===== config.mk =====
export PLATFORM = sky130hd
export DESIGN_NAME = ic3_mac_cell
export DESIGN_NICKNAME = d
export VERILOG_FILES = /design/src/design/ic3_pkg.sv /design/src/design/ic3_mac_cell.sv
export SDC_FILE = /design/constraint.sdc
export NUM_CORES = 1
export LEC_CHECK = 0
export BUFFER_PORTS_ARGS = -buffer_cell sky130_fd_sc_hd__buf_4
export CAP_MARGIN = 0
export CORE_ASPECT_RATIO = 0.6
export CORE_UTILIZATION = 45
export CTS_BUF_LIST = sky130_fd_sc_hd__clkbuf_8
export DETAILED_ROUTE_END_ITERATION = 6
export PLACE_DENSITY_LB_ADDON = 0.08
export SLEW_MARGIN = 20
export SYNTH_ARGS = -nofsm -noshare
export SYNTH_HDL_FRONTEND = slang
export SYNTH_SLANG_ARGS = --single-unit

===== constraint.sdc =====
create_clock -name clk -period 8.1 [get_ports clk]
set_input_delay 0 -clock clk [delete_from_list [all_inputs] [get_ports clk]]
set_output_delay 0 -clock clk [all_outputs]
set_load 0.01 [all_outputs]

===== src/design/ic3_pkg.sv =====
// Shared types, constants and helpers for the 3x3 image filter.
package ic3_pkg;

  localparam int MAX_WIDTH      = 1024;
  localparam int MAX_HEIGHT     = 1024;
  localparam int COEF_FRAC_BITS = 14;

  localparam int COEF_W   = 16;
  localparam int CH_W     = 8;
  localparam int PIX_W    = 3 * CH_W;
  localparam int TAPS     = 9;
  localparam int POS_W    = 10;
  localparam int DIM_W    = 11;
  localparam int KROW_W   = 3 * COEF_W;
  localparam int COL_W    = $clog2(MAX_WIDTH + 2);
  localparam int ROW_W    = $clog2(MAX_HEIGHT + 2);
  localparam int PROD_W   = CH_W + 1 + COEF_W;
  localparam int SUM_W    = PROD_W + 4;
  localparam int CFG_IDX_W = 3;

  // Register indexes of the configuration port
  localparam logic [CFG_IDX_W-1:0] REG_COLOR_MODE    = 3'd0;
  localparam logic [CFG_IDX_W-1:0] REG_IMAGE_WIDTH   = 3'd1;
  localparam logic [CFG_IDX_W-1:0] REG_IMAGE_HEIGHT  = 3'd2;
  localparam logic [CFG_IDX_W-1:0] REG_KERNEL_TOP    = 3'd3;
  localparam logic [CFG_IDX_W-1:0] REG_KERNEL_MIDDLE = 3'd4;
  localparam logic [CFG_IDX_W-1:0] REG_KERNEL_BOTTOM = 3'd5;

  localparam logic [KROW_W-1:0] KERNEL_MIDDLE_RESET = 48'h0000_4000_0000;

  localparam logic COLOR_GREY = 1'b0;
  localparam logic COLOR_RGB  = 1'b1;

  typedef struct packed {
    logic [CH_W-1:0] pixel_ch2;
    logic [CH_W-1:0] pixel_ch1;
    logic [CH_W-1:0] pixel_ch0;
  } pixel_t;

  typedef struct packed {
    logic [CH_W-1:0]  out_ch0;
    logic [CH_W-1:0]  out_ch1;
    logic [CH_W-1:0]  out_ch2;
    logic [POS_W-1:0] out_row;
    logic [POS_W-1:0] out_col;
    logic             last_of_frame;
  } result_t;

  typedef logic [TAPS-1:0][PIX_W-1:0] window_t;
  typedef logic signed [SUM_W-1:0] sum_t;
  typedef logic signed [COEF_W-1:0] coef_t;

  typedef struct packed {
    logic             valid;
    logic [POS_W-1:0] row;
    logic [POS_W-1:0] col;
    logic             last;
  } meta_t;

  // What one cell hands to the next: position tag, remaining taps, running sums
  typedef struct packed {
    meta_t          meta;
    window_t        window;
    sum_t [2:0]     sums;
  } cell_bus_t;

  // Truncate toward zero and saturate to 0..255
  function automatic logic [CH_W-1:0] sat_channel(sum_t s);
    logic [SUM_W-COEF_FRAC_BITS-1:0] q;
    logic [CH_W-1:0]                 r;
    q = s[SUM_W-1:COEF_FRAC_BITS];
    if (s[SUM_W-1]) begin
      r = '0;
    end else if (q > (SUM_W-COEF_FRAC_BITS)'(255)) begin
      r = 8'd255;
    end else begin
      r = q[CH_W-1:0];
    end
    return r;
  endfunction

endpackage


===== src/design/ic3_mac_cell.sv =====
// Multiply-accumulate cell: adds one tap times its coefficient, passes the rest on.
module ic3_mac_cell (
  input  logic                 clk,
  input  logic                 rst,
  input  logic                 advance,
  input  ic3_pkg::coef_t       coef,
  input  ic3_pkg::cell_bus_t   bus_in,
  output ic3_pkg::cell_bus_t   bus_out
);

  logic signed [ic3_pkg::PROD_W-1:0] prod [3];
  logic [ic3_pkg::PIX_W-1:0]         tap;
  ic3_pkg::sum_t [2:0]               sums_next;

  assign tap = bus_in.window[0];

  always_comb begin
    for (int c = 0; c < 3; c++) begin
      prod[c]      = $signed({1'b0, tap[c*ic3_pkg::CH_W +: ic3_pkg::CH_W]}) * coef;
      sums_next[c] = bus_in.sums[c] + ic3_pkg::SUM_W'(prod[c]);
    end
  end

  always_ff @(posedge clk) begin
    if (rst) begin
      bus_out.meta.valid <= 1'b0;
    end else if (advance) begin
      bus_out.meta.valid <= bus_in.meta.valid;
    end
  end

  // Shift the remaining taps down so the next cell reads slot zero
  always_ff @(posedge clk) begin
    if (advance) begin
      bus_out.meta.row  <= bus_in.meta.row;
      bus_out.meta.col  <= bus_in.meta.col;
      bus_out.meta.last <= bus_in.meta.last;
      bus_out.window    <= {{ic3_pkg::PIX_W{1'b0}}, bus_in.window[ic3_pkg::TAPS-1:1]};
      bus_out.sums      <= sums_next;
    end
  end

endmodule


==> flow_metrics.env <==
export IMPL_status="finished, final reports clean"
export IMPL_max_freq_mhz=198.6
export IMPL_ant_nets=0
export IMPL_first_global_vias=21210
export IMPL_antenna_found_initial=2
export IMPL_synth_area_um2=26610
export IMPL_largest_register="bus_out"
export IMPL_setup_worst_path_start="coef[15]"
export IMPL_cts_buffer_depth=3
export IMPL_grt_first_pass_wirelength_mm=124.1
export IMPL_hp_start="bus_in[71]"
export IMPL_grt_max_degree=169
export IMPL_tightest_slew_ns=0.9664
export IMPL_drtIter0Drc=1276
export IMPL_yosysTopAreaCellShare_pct=33.85
export IMPL_viasPerCell=4.945
export IMPL_required_ns=8.58
export IMPL_dr_pass1_iters=5
export IMPL_dpl_hpwl_mm=65.75
export IMPL_final_nets=4154
export IMPL_p_leak_nw=17.34
export IMPL_p_int_mw=7.414
export IMPL_busiest_layer="met2"
export IMPL_hold_path_end="bus_out[71]$_DFFE_PP_"
export IMPL_fin_skew_ns=0
export IMPL_ios=669
export IMPL_tns_ns=0
export IMPL_synth_largest_area_cell="edfxtp_1"
export IMPL_fp_dieArea_um2=60150
export IMPL_async_flop_share_pct=0
export IMPL_start_kind="input port"
export IMPL_cts_clk_slew_worst_paths_ns=0.06
export IMPL_syn_to_final_growth_pct=32.62
export IMPL_wl_per_cell_um=20.35
export IMPL_overflow=0
export IMPL_synth_cells=2381
export IMPL_ys_seq_elements=301
export IMPL_yosysUniqueCellTypes=62
export IMPL_r2r_start="bus_out[324]$_SDFFE_PP0P_"
export IMPL_cts_root_buf="clkbuf_8"
export IMPL_relSlewSlack_pct=35.57
export IMPL_cts_tree="built"
export IMPL_p_seq_share_pct=19.2
export IMPL_synth_area_leaders="edfxtp_1, fa_1, ha_1"
export IMPL_start_util_pct=45.93
export IMPL_clock_latency_ns=0.64
export IMPL_cts_max_level=2
export IMPL_hold_viol_final=0
export IMPL_routabilityCongestion=0.9197
export IMPL_globalRouteTotalUtil_pct=27.42
export IMPL_vdd_ir_drop_max_uv=430.7
export IMPL_crit_arrival_ns=5.52
export IMPL_core_area_um2=57940
export IMPL_clockPowerShare_pct=8.8
export IMPL_yosys_warnings=0
export IMPL_postRouteWirelength_mm=82.37
export IMPL_die_y_um=190.4
export IMPL_p_comb_share_pct=72.0
export IMPL_finalSetupViolCount=0
export IMPL_reg2reg_depth=3
export IMPL_r2r_end="bus_out[324]$_SDFFE_PP0P_"
export IMPL_p_per_area_nw_per_um2=395.6
export IMPL_rsz0062_at_grt="no"
export IMPL_rows=68
export IMPL_ys_flop_type="edfxtp_1"
export IMPL_reg_top3="bus_out x301"
export IMPL_use_met3_pct=6.938
export IMPL_cts_buffers=47
export IMPL_met2_usage_pct=43.03
export IMPL_fin_crit_ns=5.036
export IMPL_avgSynthCellArea_um2=11.18
export IMPL_min_path_type="in2reg"
export IMPL_synth_common_cells="inv_1, fa_1, edfxtp_1"
export IMPL_io_buffer_count=644
export IMPL_cts_sink_count=301
export IMPL_ys_seq_area_share_pct=33.93
export IMPL_drive_gt1_share_pct=21.89
export IMPL_p_sw_mw=6.550
export IMPL_synth_most_common_cell="inv_1"
export IMPL_largest_reg_flops=301
export IMPL_use_met1_pct=38.20
export IMPL_drv_cap=0
export IMPL_holdWs_ns=0.04874
export IMPL_vias=20010
export IMPL_endpoint_kind="register"
export IMPL_finalCritPeriodShare_pct=62.18
export IMPL_synth_edf_count=300
export IMPL_drc_errors=0
export IMPL_maxSlewViolCount=0
export IMPL_switching_share_pct=46.90
export IMPL_min_delay_path_depth=4
export IMPL_die_width_um=316.0
export IMPL_path_class="in2reg"
export IMPL_crit_path_max_fanout=24
export IMPL_nFillCells=4806
export IMPL_r2r_slack_ns=6.94
kinds of logic after synthesis:
| family | after synthesis | synth area share [%] |
|---|---|---|
| buffers and inverters | 635 | 9.295 |
| adders and majority gates | 573 | 37.86 |
| and+or+nand+nor | 547 | 10.23 |
| DFF | 301 | 33.93 |
| AOI/OAI and AO/OA | 246 | 6.107 |
| xor gates and xnor gates | 76 | 2.501 |
| muxes | 2 | 0.07523 |
| other | 1 | 0.01409 |
power by group through the flow:
stage	Clock [mW]	Combinational [mW]	Sequential (mW)
3_3_place_gp	0	9.72	2.70
6_report	1.23	10.1	2.68
5_1_grt	1.32	11.3	2.70
3_5_place_dp	0	9.82	2.70
2_1_floorplan	0	7.13	2.82
4_1_cts	1.25	9.99	2.68
through the flow:
step / util, % / setup WS [ns] / cells / cell area [µm²] / total power [mW]
6_report: 60.91 / 3.064 / 4047 / 35290 / 13.96
5_1_grt: 60.91 / 2.693 / 4047 / 35290 / 15.34
4_1_cts: 60.91 / 3.131 / 4045 / 35290 / 13.92
3_5_place_dp: 55.35 / 2.398 / 3721 / 32070 / 12.52
3_3_place_gp: 55.35 / 2.496 / 3721 / 32070 / 12.42
2_1_floorplan: - / 2.835 / 2404 / 26700 / 9.955
worst max path at each step:
stage / end / slack (ns) / cells past startpoint
final: bus_out[86]$_DFFE_PP_ / 3.06 / 18
after CTS: bus_out[56]$_DFFE_PP_ / 3.13 / 20
after global placement: bus_out[86]$_DFFE_PP_ / 2.50 / 18
after global routing: bus_out[86]$_DFFE_PP_ / 2.69 / 18
after floorplan: bus_out[56]$_DFFE_PP_ / 2.84 / 20
after detailed placement: bus_out[56]$_DFFE_PP_ / 2.40 / 20
layout make-up:
| type | instances | area (µm²) | area share, % |
|---|---|---|---|
| Antenna cell | 2 | 5.005 | 0.01418 |
| Tap cell | 770 | 963.4 | 2.730 |
| Timing Repair Buffer | 883 | 7242 | 20.52 |
| Clock inverter | 40 | 198.9 | 0.5637 |
| Multi-Input combinational cell | 1468 | 15200 | 43.06 |
| Sequential cell | 301 | 9029 | 25.58 |
| Clock buffer | 47 | 646.9 | 1.833 |
| Inverter | 536 | 2012 | 5.701 |
cell usage in the layout (no fill, tap or decap), types with 3 or more instances in the layout:
| master | Yosys | routed |
|---|---|---|
| buf_4 | 24 | 644 |
| inv_1 | 536 | 551 |
| fa_1 | 387 | 387 |
| edfxtp_1 | 300 | 300 |
| dlygate4sd3_1 | 0 | 237 |
| nand2_1 | 228 | 228 |
| and2_1 | 199 | 199 |
| ha_1 | 186 | 186 |
| a21oi_1 | 78 | 78 |
| xnor2_1 | 49 | 49 |
| a21o_1 | 48 | 48 |
| nor2_1 | 47 | 47 |
| clkbuf_8 | 0 | 47 |
| xor2_1 | 27 | 27 |
| o21ai_0 | 24 | 24 |
| conb_1 | 1 | 24 |
| nand3_1 | 20 | 20 |
| nand4_1 | 13 | 13 |
| a211oi_1 | 12 | 12 |
| clkinv_1 | 0 | 12 |
| o21ai_1 | 8 | 8 |
| o21bai_1 | 8 | 8 |
| o211ai_1 | 8 | 8 |
| nor3_1 | 7 | 7 |
| clkinv_2 | 0 | 7 |
| o21a_1 | 6 | 6 |
| o31ai_1 | 6 | 6 |
| nor2b_1 | 6 | 6 |
| o2111ai_1 | 5 | 5 |
| or2_2 | 5 | 5 |
| a31oi_1 | 5 | 5 |
| nand2b_1 | 5 | 5 |
| and3_1 | 4 | 4 |
| a211o_1 | 4 | 4 |
| a31o_2 | 3 | 3 |
| o22ai_1 | 3 | 3 |
| or3_1 | 3 | 3 |
| a2111oi_0 | 3 | 3 |
metal layers:
| metal | routed length [µm] | vias up |
|---|---|---|
| met5 | 0 | - |
| met4 | 1668 | 0 |
| met3 | 6747 | 89 |
| met2 | 38210 | 709 |
| met1 | 35740 | 10050 |
| li1 | - | 9166 |
worst max-delay path, stage by stage:
cell,delay (ns)
buf_4,0.30
nand2_1,0.21
fa_1,0.73
inv_1,0.13
fa_1,0.56
inv_1,0.12
fa_1,0.57
fa_1,0.53
fa_1,0.52
inv_1,0.04
ha_1,0.37
nand4_1,0.16
or2_2,0.32
nor2_1,0.18
o211ai_1,0.21
o211ai_1,0.23
nor4_1,0.08
a311oi_1,0.24
what timing repair did:
item,CTS,global route
setup endpoints to repair,0,0
endpoints found under the hold margin,298,0
hold buffers,237,0
setup buffers,0,0
resized for setup,0,0
Note: power is estimated with default switching activity, not from simulation.
